--- src/hw/rtl/upi_pkg.sv ---
// Shared constants, codes and the CORDIC arctangent table for the pose integrator.
package upi_pkg;

  localparam int CORDIC_STEPS_DEF = 16;
  localparam int ATAN_IDX_W       = 5;

  // Channel and register field widths.
  localparam int POS_W   = 32;
  localparam int HEAD_W  = 16;
  localparam int SPEED_W = 16;
  localparam int RATE_W  = 16;
  localparam int STEP_W  = 16;
  localparam int CFG_W   = 32;
  localparam int CFG_IDX_W = 2;

  // Internal datapath widths.
  localparam int TRIG_W = 34;            // CORDIC x/y, Q1.30 with headroom
  localparam int ANG_W  = 28;            // CORDIC angle, radians * 2^24
  localparam int PROD_W = 2 * TRIG_W;    // shared multiplier result
  localparam int HSUM_W = 19;            // heading before wrap and clamp

  localparam logic signed [HSUM_W-1:0] PI_Q13      = 19'sd25736;
  localparam logic signed [HSUM_W-1:0] TWO_PI_Q13  = 19'sd51472;
  localparam logic signed [HSUM_W-1:0] HALF_PI_Q13 = 19'sd12868;
  localparam logic signed [TRIG_W-1:0] CORDIC_K_Q30 = 34'sd652032874;

  localparam logic [STEP_W-1:0] TIME_STEP_RST = 16'd655;

  localparam logic OP_CMD  = 1'b0;
  localparam logic OP_TICK = 1'b1;

  localparam logic [CFG_IDX_W-1:0] REG_TIME_STEP = 2'd0;
  localparam logic [CFG_IDX_W-1:0] REG_START_X   = 2'd1;
  localparam logic [CFG_IDX_W-1:0] REG_START_Y   = 2'd2;

  // atan(2^-i) in radians scaled by 2^24.
  function automatic logic [23:0] atan_lut(input logic [ATAN_IDX_W-1:0] idx);
    logic [23:0] v;
    unique case (idx)
      5'd0:  v = 24'd13176795;
      5'd1:  v = 24'd7778716;
      5'd2:  v = 24'd4110060;
      5'd3:  v = 24'd2086331;
      5'd4:  v = 24'd1047214;
      5'd5:  v = 24'd524117;
      5'd6:  v = 24'd262123;
      5'd7:  v = 24'd131069;
      5'd8:  v = 24'd65536;
      5'd9:  v = 24'd32768;
      5'd10: v = 24'd16384;
      5'd11: v = 24'd8192;
      5'd12: v = 24'd4096;
      5'd13: v = 24'd2048;
      5'd14: v = 24'd1024;
      5'd15: v = 24'd512;
      5'd16: v = 24'd256;
      5'd17: v = 24'd128;
      5'd18: v = 24'd64;
      5'd19: v = 24'd32;
      5'd20: v = 24'd16;
      5'd21: v = 24'd8;
      5'd22: v = 24'd4;
      5'd23: v = 24'd2;
      default: v = 24'd0;
    endcase
    return v;
  endfunction

endpackage

--- src/hw/rtl/upi_if.sv ---
// Valid/ready channel interfaces for command/tick words and pose result words.
interface upi_in_if;
  logic                                valid;
  logic                                ready;
  logic                                op;
  logic signed [upi_pkg::SPEED_W-1:0]  linear_speed;
  logic signed [upi_pkg::RATE_W-1:0]   turn_rate;

  modport source (output valid, output op, output linear_speed, output turn_rate,
                  input ready);
  modport sink   (input valid, input op, input linear_speed, input turn_rate,
                  output ready);
endinterface

interface upi_out_if;
  logic                                valid;
  logic                                ready;
  logic signed [upi_pkg::POS_W-1:0]    pos_x;
  logic signed [upi_pkg::POS_W-1:0]    pos_y;
  logic signed [upi_pkg::HEAD_W-1:0]   heading;
  logic signed [upi_pkg::SPEED_W-1:0]  speed_out;
  logic signed [upi_pkg::RATE_W-1:0]   rate_out;

  modport source (output valid, output pos_x, output pos_y, output heading,
                  output speed_out, output rate_out, input ready);
  modport sink   (input valid, input pos_x, input pos_y, input heading,
                  input speed_out, input rate_out, output ready);
endinterface

--- src/hw/rtl/unicycle_pose_integrator_core.sv ---
// Unicycle dead-reckoning pose integrator with iterative CORDIC and one shared multiplier.
//
// in_chan carries words with op = 0 (velocity command: speed and turn rate are
// latched, no result) or op = 1 (tick: the pose advances one time step and one
// pose word goes out on out_chan). Ticks before the first command emit the pose
// unchanged. The cfg port writes the time step and loads the x or y position.
// A command leaves the sequencer idle. A tick with a command on hand runs the CORDIC
// iterations, then the steps around the shared multiplier (speed*dt, x and y
// products, turn*dt, heading wrap), then loads the output register, which raises
// out valid; the sequencer then returns to idle before the next word can be taken.
// A tick before any command goes straight from acceptance to the output register load.
// in_chan.ready is high only while the sequencer is idle, so one word is in
// work at a time; a finished result sits in the output register and the next
// word is accepted while it waits. A result that cannot enter the register
// because the receiver stalls holds the sequencer until the register frees.
// Reset (synchronous, active low) clears the pose, the stored command, the
// have-command flag and the output valid, and sets the time step to 655.
module unicycle_pose_integrator_core #(
  parameter int CORDIC_STEPS = upi_pkg::CORDIC_STEPS_DEF
) (
  input  logic                               clk,
  input  logic                               rst_n,
  upi_in_if.sink                             in_chan,
  upi_out_if.source                          out_chan,
  input  logic                               cfg_we,
  input  logic [upi_pkg::CFG_IDX_W-1:0]      cfg_index,
  input  logic [upi_pkg::CFG_W-1:0]          cfg_wdata
);

  localparam int IterW = (CORDIC_STEPS > 1) ? $clog2(CORDIC_STEPS) : 1;
  localparam logic [IterW-1:0] IterLast = IterW'(CORDIC_STEPS - 1);

  typedef enum logic [7:0] {
    ST_IDLE   = 8'b0000_0001,
    ST_CORDIC = 8'b0000_0010,
    ST_MUL_VT = 8'b0000_0100,
    ST_MUL_C  = 8'b0000_1000,
    ST_MUL_S  = 8'b0001_0000,
    ST_MUL_W  = 8'b0010_0000,
    ST_HEAD   = 8'b0100_0000,
    ST_DONE   = 8'b1000_0000
  } state_t;

  state_t state_r, state_nxt;

  logic [upi_pkg::STEP_W-1:0]          time_step_r;
  logic signed [upi_pkg::POS_W-1:0]    pose_x_r, pose_x_nxt;
  logic signed [upi_pkg::POS_W-1:0]    pose_y_r, pose_y_nxt;
  logic signed [upi_pkg::HEAD_W-1:0]   heading_r, heading_nxt;
  logic signed [upi_pkg::SPEED_W-1:0]  speed_r;
  logic signed [upi_pkg::RATE_W-1:0]   rate_r;
  logic                                have_cmd_r;

  logic signed [upi_pkg::TRIG_W-1:0]   cx_r, cy_r, vt_r;
  logic signed [upi_pkg::ANG_W-1:0]    cz_r;
  logic                                flip_r;
  logic [IterW-1:0]                    iter_r;
  logic signed [upi_pkg::PROD_W-1:0]   prod_r;

  logic                                out_valid_r;
  logic signed [upi_pkg::POS_W-1:0]    out_x_r, out_y_r;
  logic signed [upi_pkg::HEAD_W-1:0]   out_head_r;
  logic signed [upi_pkg::SPEED_W-1:0]  out_speed_r;
  logic signed [upi_pkg::RATE_W-1:0]   out_rate_r;

  logic in_acc, out_free, out_load;

  assign in_chan.ready = (state_r == ST_IDLE);
  assign in_acc        = in_chan.valid && in_chan.ready;
  assign out_free      = !out_valid_r || out_chan.ready;
  assign out_load      = (state_r == ST_DONE) && out_free;

  assign out_chan.valid     = out_valid_r;
  assign out_chan.pos_x     = out_x_r;
  assign out_chan.pos_y     = out_y_r;
  assign out_chan.heading   = out_head_r;
  assign out_chan.speed_out = out_speed_r;
  assign out_chan.rate_out  = out_rate_r;

  // Heading folded into [-pi/2, pi/2]; the CORDIC result is negated to match.
  logic signed [upi_pkg::HSUM_W-1:0] h_ext, h_fold;
  logic                              fold_flip;
  logic signed [upi_pkg::ANG_W-1:0]  z_init;

  always_comb begin
    h_ext     = upi_pkg::HSUM_W'(heading_r);
    h_fold    = h_ext;
    fold_flip = 1'b0;
    if (h_ext > upi_pkg::HALF_PI_Q13) begin
      h_fold    = h_ext - upi_pkg::PI_Q13;
      fold_flip = 1'b1;
    end else if (h_ext < -upi_pkg::HALF_PI_Q13) begin
      h_fold    = h_ext + upi_pkg::PI_Q13;
      fold_flip = 1'b1;
    end
    z_init = upi_pkg::ANG_W'(h_fold) <<< 11;
  end

  // One CORDIC micro-rotation per cycle.
  logic signed [upi_pkg::TRIG_W-1:0] xs, ys;
  logic signed [upi_pkg::ANG_W-1:0]  at;

  assign xs = cx_r >>> iter_r;
  assign ys = cy_r >>> iter_r;
  assign at = $signed({4'b0000, upi_pkg::atan_lut(upi_pkg::ATAN_IDX_W'(iter_r))});

  // Shared multiplier; its product is always registered.
  logic signed [upi_pkg::TRIG_W-1:0] mul_a, mul_b, ts_ext;
  logic signed [upi_pkg::PROD_W-1:0] mul_p;

  assign ts_ext = $signed({{(upi_pkg::TRIG_W - upi_pkg::STEP_W){1'b0}}, time_step_r});

  always_comb begin
    mul_a = '0;
    mul_b = '0;
    unique case (state_r)
      ST_MUL_VT: begin
        mul_a = upi_pkg::TRIG_W'(speed_r);
        mul_b = ts_ext;
      end
      ST_MUL_C: begin
        mul_a = prod_r[upi_pkg::TRIG_W-1:0];
        mul_b = flip_r ? -cx_r : cx_r;
      end
      ST_MUL_S: begin
        mul_a = vt_r;
        mul_b = flip_r ? -cy_r : cy_r;
      end
      ST_MUL_W: begin
        mul_a = upi_pkg::TRIG_W'(rate_r);
        mul_b = ts_ext;
      end
      ST_IDLE, ST_CORDIC, ST_HEAD, ST_DONE: begin
        mul_a = '0;
        mul_b = '0;
      end
      default: begin
        mul_a = '0;
        mul_b = '0;
      end
    endcase
  end

  assign mul_p = mul_a * mul_b;

  // Position step: round Q9.54 to Q16.16, keep the low 32 bits.
  logic signed [upi_pkg::PROD_W-1:0] pos_sum;
  logic signed [upi_pkg::POS_W-1:0]  pos_delta;

  assign pos_sum   = prod_r + (upi_pkg::PROD_W'(1) <<< 37);
  assign pos_delta = {{2{pos_sum[upi_pkg::PROD_W-1]}}, pos_sum[upi_pkg::PROD_W-1:38]};

  // Heading step: round Q4.28 to Q2.13, wrap once by 2*pi, then clamp.
  logic signed [upi_pkg::TRIG_W-1:0] hd_sum;
  logic signed [17:0]                hd_delta;
  logic signed [upi_pkg::HSUM_W-1:0] h_raw, h_wrap, h_sat;

  always_comb begin
    hd_sum   = prod_r[upi_pkg::TRIG_W-1:0] + upi_pkg::TRIG_W'(16384);
    hd_delta = hd_sum[32:15];
    h_raw    = upi_pkg::HSUM_W'(heading_r) + upi_pkg::HSUM_W'(hd_delta);
    h_wrap   = h_raw;
    if (h_raw > upi_pkg::PI_Q13) begin
      h_wrap = h_raw - upi_pkg::TWO_PI_Q13;
    end else if (h_raw < -upi_pkg::PI_Q13) begin
      h_wrap = h_raw + upi_pkg::TWO_PI_Q13;
    end
    h_sat = h_wrap;
    if (h_wrap > upi_pkg::PI_Q13) begin
      h_sat = upi_pkg::PI_Q13;
    end else if (h_wrap < -upi_pkg::PI_Q13) begin
      h_sat = -upi_pkg::PI_Q13;
    end
  end

  // Sequencer and pose next values.
  always_comb begin
    state_nxt   = state_r;
    pose_x_nxt  = pose_x_r;
    pose_y_nxt  = pose_y_r;
    heading_nxt = heading_r;
    unique case (state_r)
      ST_IDLE: begin
        if (in_acc && (in_chan.op == upi_pkg::OP_TICK)) begin
          state_nxt = have_cmd_r ? ST_CORDIC : ST_DONE;
        end
      end
      ST_CORDIC: begin
        if (iter_r == IterLast) begin
          state_nxt = ST_MUL_VT;
        end
      end
      ST_MUL_VT: state_nxt = ST_MUL_C;
      ST_MUL_C:  state_nxt = ST_MUL_S;
      ST_MUL_S: begin
        pose_x_nxt = pose_x_r + pos_delta;
        state_nxt  = ST_MUL_W;
      end
      ST_MUL_W: begin
        pose_y_nxt = pose_y_r + pos_delta;
        state_nxt  = ST_HEAD;
      end
      ST_HEAD: begin
        heading_nxt = h_sat[upi_pkg::HEAD_W-1:0];
        state_nxt   = ST_DONE;
      end
      ST_DONE: begin
        if (out_free) begin
          state_nxt = ST_IDLE;
        end
      end
      default: state_nxt = ST_IDLE;
    endcase
    // A start write loads the position at once.
    if (cfg_we && (cfg_index == upi_pkg::REG_START_X)) begin
      pose_x_nxt = cfg_wdata;
    end
    if (cfg_we && (cfg_index == upi_pkg::REG_START_Y)) begin
      pose_y_nxt = cfg_wdata;
    end
  end

  always_ff @(posedge clk) begin
    if (!rst_n) begin
      state_r     <= ST_IDLE;
      time_step_r <= upi_pkg::TIME_STEP_RST;
      pose_x_r    <= '0;
      pose_y_r    <= '0;
      heading_r   <= '0;
      speed_r     <= '0;
      rate_r      <= '0;
      have_cmd_r  <= 1'b0;
      out_valid_r <= 1'b0;
    end else begin
      state_r   <= state_nxt;
      pose_x_r  <= pose_x_nxt;
      pose_y_r  <= pose_y_nxt;
      heading_r <= heading_nxt;
      if (cfg_we && (cfg_index == upi_pkg::REG_TIME_STEP)) begin
        time_step_r <= cfg_wdata[upi_pkg::STEP_W-1:0];
      end
      if (in_acc && (in_chan.op == upi_pkg::OP_CMD)) begin
        speed_r    <= in_chan.linear_speed;
        rate_r     <= in_chan.turn_rate;
        have_cmd_r <= 1'b1;
      end
      if (out_load) begin
        out_valid_r <= 1'b1;
      end else if (out_chan.ready) begin
        out_valid_r <= 1'b0;
      end
    end
  end

  // Datapath registers.
  always_ff @(posedge clk) begin
    prod_r <= mul_p;
    if (state_r == ST_MUL_C) begin
      vt_r <= prod_r[upi_pkg::TRIG_W-1:0];
    end
    if (state_r == ST_IDLE) begin
      cx_r   <= upi_pkg::CORDIC_K_Q30;
      cy_r   <= '0;
      cz_r   <= z_init;
      flip_r <= fold_flip;
      iter_r <= '0;
    end else if (state_r == ST_CORDIC) begin
      if (!cz_r[upi_pkg::ANG_W-1]) begin
        cx_r <= cx_r - ys;
        cy_r <= cy_r + xs;
        cz_r <= cz_r - at;
      end else begin
        cx_r <= cx_r + ys;
        cy_r <= cy_r - xs;
        cz_r <= cz_r + at;
      end
      iter_r <= iter_r + IterW'(1);
    end
    if (out_load) begin
      out_x_r     <= pose_x_r;
      out_y_r     <= pose_y_r;
      out_head_r  <= heading_r;
      out_speed_r <= speed_r;
      out_rate_r  <= rate_r;
    end
  end

endmodule

--- src/flat_wrapper.sv ---
// flat-port wrapper written by rule: the top's interface ports become plain ports
module unicycle_pose_integrator_core_flat 
#(
  parameter int CORDIC_STEPS = upi_pkg::CORDIC_STEPS_DEF
)
  (clk, rst_n, cfg_we, cfg_index, cfg_wdata, in_chan_valid, in_chan_op, in_chan_linear_speed, in_chan_turn_rate, in_chan_ready, out_chan_valid, out_chan_pos_x, out_chan_pos_y, out_chan_heading, out_chan_speed_out, out_chan_rate_out, out_chan_ready);
  upi_in_if in_chan_i ();
  upi_out_if out_chan_i ();
  input  logic clk;
  input  logic rst_n;
  input  logic cfg_we;
  input  logic [upi_pkg::CFG_IDX_W-1:0] cfg_index;
  input  logic [upi_pkg::CFG_W-1:0] cfg_wdata;
  input wire logic [$bits(in_chan_i.valid)-1:0] in_chan_valid;
  input wire logic [$bits(in_chan_i.op)-1:0] in_chan_op;
  input wire logic [$bits(in_chan_i.linear_speed)-1:0] in_chan_linear_speed;
  input wire logic [$bits(in_chan_i.turn_rate)-1:0] in_chan_turn_rate;
  output wire logic [$bits(in_chan_i.ready)-1:0] in_chan_ready;
  output wire logic [$bits(out_chan_i.valid)-1:0] out_chan_valid;
  output wire logic [$bits(out_chan_i.pos_x)-1:0] out_chan_pos_x;
  output wire logic [$bits(out_chan_i.pos_y)-1:0] out_chan_pos_y;
  output wire logic [$bits(out_chan_i.heading)-1:0] out_chan_heading;
  output wire logic [$bits(out_chan_i.speed_out)-1:0] out_chan_speed_out;
  output wire logic [$bits(out_chan_i.rate_out)-1:0] out_chan_rate_out;
  input wire logic [$bits(out_chan_i.ready)-1:0] out_chan_ready;
  assign in_chan_i.valid = in_chan_valid;
  assign in_chan_i.op = in_chan_op;
  assign in_chan_i.linear_speed = in_chan_linear_speed;
  assign in_chan_i.turn_rate = in_chan_turn_rate;
  assign in_chan_ready = in_chan_i.ready;
  assign out_chan_valid = out_chan_i.valid;
  assign out_chan_pos_x = out_chan_i.pos_x;
  assign out_chan_pos_y = out_chan_i.pos_y;
  assign out_chan_heading = out_chan_i.heading;
  assign out_chan_speed_out = out_chan_i.speed_out;
  assign out_chan_rate_out = out_chan_i.rate_out;
  assign out_chan_i.ready = out_chan_ready;
  unicycle_pose_integrator_core #(.CORDIC_STEPS(CORDIC_STEPS)) u_core (.clk(clk), .rst_n(rst_n), .in_chan(in_chan_i), .out_chan(out_chan_i), .cfg_we(cfg_we), .cfg_index(cfg_index), .cfg_wdata(cfg_wdata));
endmodule
--- config.mk ---
export PLATFORM = sky130hd
export DESIGN_NAME = unicycle_pose_integrator_core_flat
export DESIGN_NICKNAME = d
export VERILOG_FILES = /design/src/hw/rtl/upi_pkg.sv /design/src/hw/rtl/upi_if.sv /design/src/hw/rtl/unicycle_pose_integrator_core.sv /design/src/flat_wrapper.sv
export SDC_FILE = /design/constraint.sdc
export NUM_CORES = 2
export LEC_CHECK = 0
export ABC_AREA = 1
export BUFFER_PORTS_ARGS = -buffer_cell sky130_fd_sc_hd__buf_4
export CAP_MARGIN = 10
export CORE_UTILIZATION = 55
export CTS_CLUSTER_DIAMETER = 40
export DETAILED_ROUTE_END_ITERATION = 8
export PLACE_DENSITY = 0.83
export SYNTH_ARGS = -nofsm -noshare
export SYNTH_HDL_FRONTEND = slang
export SYNTH_SLANG_ARGS = --single-unit
--- constraint.sdc ---
create_clock -name clk -period 10.5 [get_ports clk]
set_input_delay 2.1 -clock clk [delete_from_list [all_inputs] [get_ports clk]]
set_output_delay 2.1 -clock clk [all_outputs]
set_load 0.03 [all_outputs]
### Yosys cells after proc, flatten, opt, wreduce, memory -nomap -nowiden

Memories as Yosys holds them, arrays and structs flattened. A register that Yosys moved wholly into a read port is not among the register bits.
Cells that the tools add are included.

| word-level totals | value |
|---|---|
| register bits | 453 |
| ROM bits | 384 |
| input port bits | 72 |
| output and inout bits | 114 |
| logic and storage cells | 110 |
| memories kept | 1 |

| operators by class | value |
|---|---|
| add/sub/neg operators | 18 |
| multiply operators | 1 |
| $lt $le $gt $ge | 6 |
| eq/ne operators | 14 |
| shifts and indexed selects | 2 |
| muxes and demuxes | 29 |
| bitwise logic cells | 1 |
| reduce and logical (&&, ||, !) cells | 16 |

Memories:

| name | depth | width | rd ports | clocked after memory_dff | write ports | RTL line | text |
|---|---|---|---|---|---|---|---|
| (name not given) | 16 | 24 | 1 | 1 | 0 | upi_pkg.sv:39 | `unique case (idx)` |

Operator list:

| kind | count |
|---|---|
| $mux 34 | 4 |
| $pmux 34 s4 | 1 |
| $mux 32 | 4 |
| $pmux 34 s3 | 1 |
| $mux 28 | 3 |
| $add 34x34->34 | 2 |
| $add 68x39->68 const B | 1 |
| $mul 34x34->68 | 1 |
| $neg 34->34 | 2 |
| $sshr 34x4->34 | 2 |
| $sub 34x34->34 | 2 |
| $add 32x30->32 | 2 |
| $pmux 8 s8 | 1 |
| $gt 19x16->1 const B | 2 |
| $lt 19x16->1 const B | 2 |
| $mux 19 | 2 |
| $mux 17 | 2 |
| $add 33x15->33 const B | 1 |
| $mux 16 | 2 |
| $mux 8 | 4 |
| $add 28x25->28 | 1 |
| $sub 28x25->28 | 1 |
| $add 16x18->19 | 1 |
| $add 19x17->19 const B | 1 |
| 29 further kinds | 42 |

### Logic depth before layout (Yosys ltp)

| logic depth | value |
|---|---|
| depth in word-level cells | 8 |
| depth in mapped cells | 50 |

### Worst setup path after synthesis

Ideal clock, no wire load.

| timing path | value |
|---|---|
| kind | reg2reg |
| start point | reg u_core.state_r[4] |
| end point | reg u_core.prod_r[61] in the netlist's numbering |
| setup time | 0.120 ns |
| data arrival time | 9.448 ns |
| data required time | 10.380 ns |
| setup slack | 0.932 ns |
| stages on the path, launching flop included | 41 |
| buffers on the path | 4 |
| cells stage by stage | dfxtp_1 -> nor2_1 -> inv_1 -> nor2_1 -> nand2_1 -> inv_1 -> clkbuf_1 -> clkbuf_1 -> clkbuf_1 -> nand2_1 -> nand3_1 -> clkbuf_1 -> nand2_1 -> fa_1 -> fa_1 -> inv_1 -> fa_1 -> inv_1 -> [... 5 more ...] -> inv_1 -> fa_1 -> inv_1 -> ha_1 -> nand2_1 -> nor2_1 -> nand4_1 -> o221ai_1 -> a21oi_1 -> o21ai_0 -> nand2_1 -> nand2_1 -> nand3_1 -> o211ai_1 -> nand3_1 -> o211ai_1 -> a21oi_1 -> xnor2_1 |

| between the ends | value |
|---|---|
| word-level cells in the longest chain between the ends | 4 |
| elaborated cells on any way between the ends | 8 |
| classes of those cells | 1 x mul; 4 x eq/ne; 2 x mux; 1 x reduce/logical |

Ends and longest elaborated chain:

| what | RTL line | text |
|---|---|---|
| start: declaration | unicycle_pose_integrator_core.sv:44 | `state_t state_r, state_nxt;` |
| start signal: assignment | unicycle_pose_integrator_core.sv:235 | `state_r <= state_nxt;` |
| $eq 8x3->1 or $eq 8x6->1 (tied branches) | unicycle_pose_integrator_core.sv:116 | `unique case (state_r)` |
| $reduce_or 2->1 (no line) | - |  |
| $pmux 34 s3 | unicycle_pose_integrator_core.sv:116 |  |
| $mul 34x34->68 * | unicycle_pose_integrator_core.sv:144 | `assign mul_p = mul_a * mul_b;` |
| net u_core.mul_p (one bit) | unicycle_pose_integrator_core.sv:109 | `logic signed [upi_pkg::PROD_W-1:0] mul_p;` |
| end signal: assignment | unicycle_pose_integrator_core.sv:257 | `prod_r <= mul_p;` |
| end: declaration | unicycle_pose_integrator_core.sv:58 | `logic signed [upi_pkg::PROD_W-1:0] prod_r;` |

Mark *: on every way through the listed nets, which the timed path passes. The rest lies on a longest branch.
A chain may end at the register's enable or synchronous reset.

### Worst setup path after layout

| timing path | value |
|---|---|
| start point | reg u_core.state_r[5] |
| end point | reg u_core.prod_r[62] in the netlist's numbering |

The elaborated chain is that of the path after synthesis.

==> results.py <==
metrics = {
    "setup_path": {
        "rrSetupSlack_ns": 0.15,
        "ff2ff_path_depth": 33,
        "critPathLaunchType": "flop",
        "worstPathArrival_ns": 10.98,
        "cp_num_buf_inv": 9,
        "crit_top_cell": "fa_1",
        "endpoint": "u_core.prod_r[62]",
        "cp-startpoint": "u_core.state_r[5]",
        "timing.rr.end": "u_core.prod_r[62]",
        "critical_path.max_stage_delay_ns": 0.79,
        "cp_num_cells": 33,
        "r2r_start": "u_core.state_r[5]",
        "path_delay_family": "adder cells",
        "critPathKind": "flop to flop",
        "endpoint_kind": "flop",
        "cp_slowest_cell": "fa_1",
        "cp_max_fo": 19,
        "required_ns": 11.13,
    },
    "clocking": {
        "cts-hold-fix-buffers": 0,
        "cts_sinks": 473,
        "cts_made_buffers": 78,
        "clk_latency_ns": 0.71,
        "cts_tree": "yes",
        "cts_max_path_buffers": 3,
        "path_clk_slew_ns": 0.07,
        "cts_htree_levels": 3,
        "root_buffer": "clkbuf_16",
    },
    "drt": {
        "drt_iter0_markers": 7451,
        "vias_per_cell": 5.82,
        "drc_errors": 0,
        "routedWlPerCell_um": 22.7,
        "dr_total_vias": 67800,
        "drtPass1Iterations": 7,
        "detail-route-antenna-nets": 0,
        "finalWirelength_mm": 264,
    },
    "global_routing": {
        "grt.overflow.total": 0,
        "grt_pass1_vias": 69100,
        "grtUsageTotal_pct": 38.5,
        "grt_max_degree": 78,
        "antenna_found_initial": 7,
        "grt_first_pass_wirelength_mm": 400,
    },
    "final_layout": {
        "finish.utilization_pct": 61.3,
        "final.fill_count": 11600,
        "drive_above_1_share_pct": 7.66,
        "layout_common_cells": "2104 x nand2_1, 1970 x inv_1, 1247 x fa_1",
        "syn_to_final_growth_pct": 10.1,
        "layout_commonest_cell": "nand2_1",
        "nNetsFinal": 11500,
    },
    "power": {
        "ir_worst_vdd_v": 0.000292,
        "powerDensity_nw_per_um2": 139,
        "leakagePower_nw": 41.1,
        "power_mw": 11.4,
    },
    "timing": {
        "fmax_mhz": 96.6,
        "finalClockSkew_ns": 0.0427,
        "slew_headroom_pct": 22.3,
        "drv_slew": 0,
        "finalCritPeriodShare_pct": 98.6,
        "setup_viol": 0,
        "tns_ns": 0,
        "period_needed_ns": 10.35,
        "tightest_slew_ns": 1.16,
        "hold_violations": 0,
    },
    "logic_synthesis": {
        "synthArstFlopShare_pct": 0,
        "ys_types": 69,
        "netlist_instances": 9621,
        "ys_seq_area_share_pct": 14.9,
        "syn_area_um2": 74700,
        "avgSynthCellArea_um2": 7.76,
        "synth_flop_cell": "dfxtp_1",
        "synth-seq-cells": 473,
        "synth_nets": 11300,
        "synth_edf_count": 164,
        "ys.warnings.count": 0,
    },
    "run_status": {
        "status": "finished, final reports clean",
    },
    "placement": {
        "gp_congestion": 1.06,
        "numPortBuffers": 185,
        "dp_hpwl_mm": 211,
    },
    "flow_run": {
        "maxCapViolations": 0,
    },
    "floorplanning": {
        "dieArea_um2": 137000,
        "core-area_um2": 134000,
        "pin_count": 186,
        "fp.dieH_um": 370,
        "rows": 134,
        "start_util_pct": 55.7,
        "die_x_um": 370,
    },
    "min_path": {
        "hold_path_class": "flop to flop",
    },
}
==> through the flow <==
stage	instance area (um2)	hold slack [ns]	setup WS, ns	std cells
global placement	79200	0.412	0.309	11500
CTS	82000	0.429	0.0857	11600
finish	82200	0.427	0.147	11700
floorplan	74700	0.408	0.932	9621
global route	82200	0.431	-0.00293	11600
detailed placement	79200	0.416	0.149	11500
==> cells in the mapped netlist (all sizes together) (15+ instances only) <==
cell type	instances	area [um2]
nand2	2135	8110
inv	1998	7510
fa	1247	25000
nor2	829	3150
o21ai	550	2770
a21oi	469	2360
ha	395	4940
dfxtp	309	6190
nand3	273	1390
clkbuf	249	935
xor2	189	1660
edfxtp	164	4920
xnor2	120	1050
a31oi	107	669
buf	92	562
nor3	89	515
nand4	57	357
mux2i	43	430
o211ai	40	305
nor4	29	188
clkinv	26	97.6
o22ai	26	163
o21a	23	173
or2	21	131
a22o	18	158
a21boi	17	128
a21o	16	120
o31ai	15	113
==> timing repair <==
item / in CTS / in global routing
gates resized for setup: 0 / 38
hold endpoints to repair: 0 / 0
setup endpoints to repair: 0 / 31
setup buffers: 0 / 6
==> how the worst min path moves through the flow <==
stage | start | end | slack, ns | cells after the start
floorplan | u_core.rate_r[0] | u_core.out_chan.rate_out[0] | 0.41 | 0
global placement | u_core.speed_r[13] | u_core.out_chan.speed_out[13] | 0.41 | 0
detailed placement | u_core.speed_r[3] | u_core.out_chan.speed_out[3] | 0.42 | 0
CTS | u_core.speed_r[0] | u_core.out_chan.speed_out[0] | 0.43 | 0
global route | u_core.speed_r[0] | u_core.out_chan.speed_out[0] | 0.43 | 0
finish | u_core.speed_r[7] | u_core.out_chan.speed_out[7] | 0.43 | 0
==> routing by layer <==
metal | up-vias | track usage [%] | routed length [um]
met5 | - | 0 | 90
met4 | 12 | 23.3 | 18800
met3 | 1001 | 11.1 | 33200
met2 | 4173 | 59.6 | 116000
met1 | 32700 | 47.8 | 96200
li1 | 29900 | - | -
==> state kept, by name (all words and copies together) (netlist names) <==
register                   flops
u_core.prod_r                 65
u_core.cx_r                   34
u_core.cy_r                   34
u_core.vt_r                   34
u_core.out_chan.pos_x         32
u_core.out_chan.pos_y         32
u_core.pose_x_r               32
u_core.pose_y_r               32
u_core.cz_r                   28
u_core.at                     23
u_core.heading_r              16
u_core.out_chan.heading       16
u_core.out_chan.rate_out      16
u_core.out_chan.speed_out     16
u_core.rate_r                 16
u_core.speed_r                16
u_core.time_step_r            16
u_core.state_r                 8
u_core.iter_r                  4
u_core.flip_r                  1
u_core.have_cmd_r              1
u_core.out_chan.valid          1
==> where the power goes <==
part / total (mW) / internal (mW) / switching (mW)
Clock: 2.72 / 1.60 / 1.12
Combinational: 6.31 / 2.16 / 4.15
Sequential: 2.40 / 2.15 / 0.257
==> kinds of logic (layout without fill, tap and decap cells) <==
family	after synthesis	in the layout	share of synthesized area [%]
buffers and inverters	2365	2624	12.2
AO/OA/AOI/OAI	1339	1339	9.96
XOR/XNOR	309	309	3.63
flip-flops	473	473	14.9
multiplexers	43	43	0.576
AND/OR/NAND/NOR	3450	3450	18.7
adder cells (fa/ha/maj)	1642	1642	40.1
other	0	5	0
==> final cells by class <==
class	instances	area (um2)	area share, %
diodes	5	12.5	0.0152
repair buffers	454	3680	4.48
multi-input cells	6783	54800	66.6
clock buffers	86	2050	2.50
inverters	2024	7620	9.27
clock inverters	60	741	0.901
well taps	1768	2210	2.69
flip-flops and latches	473	11100	13.5
Note: power is estimated with default switching activity, not from simulation.
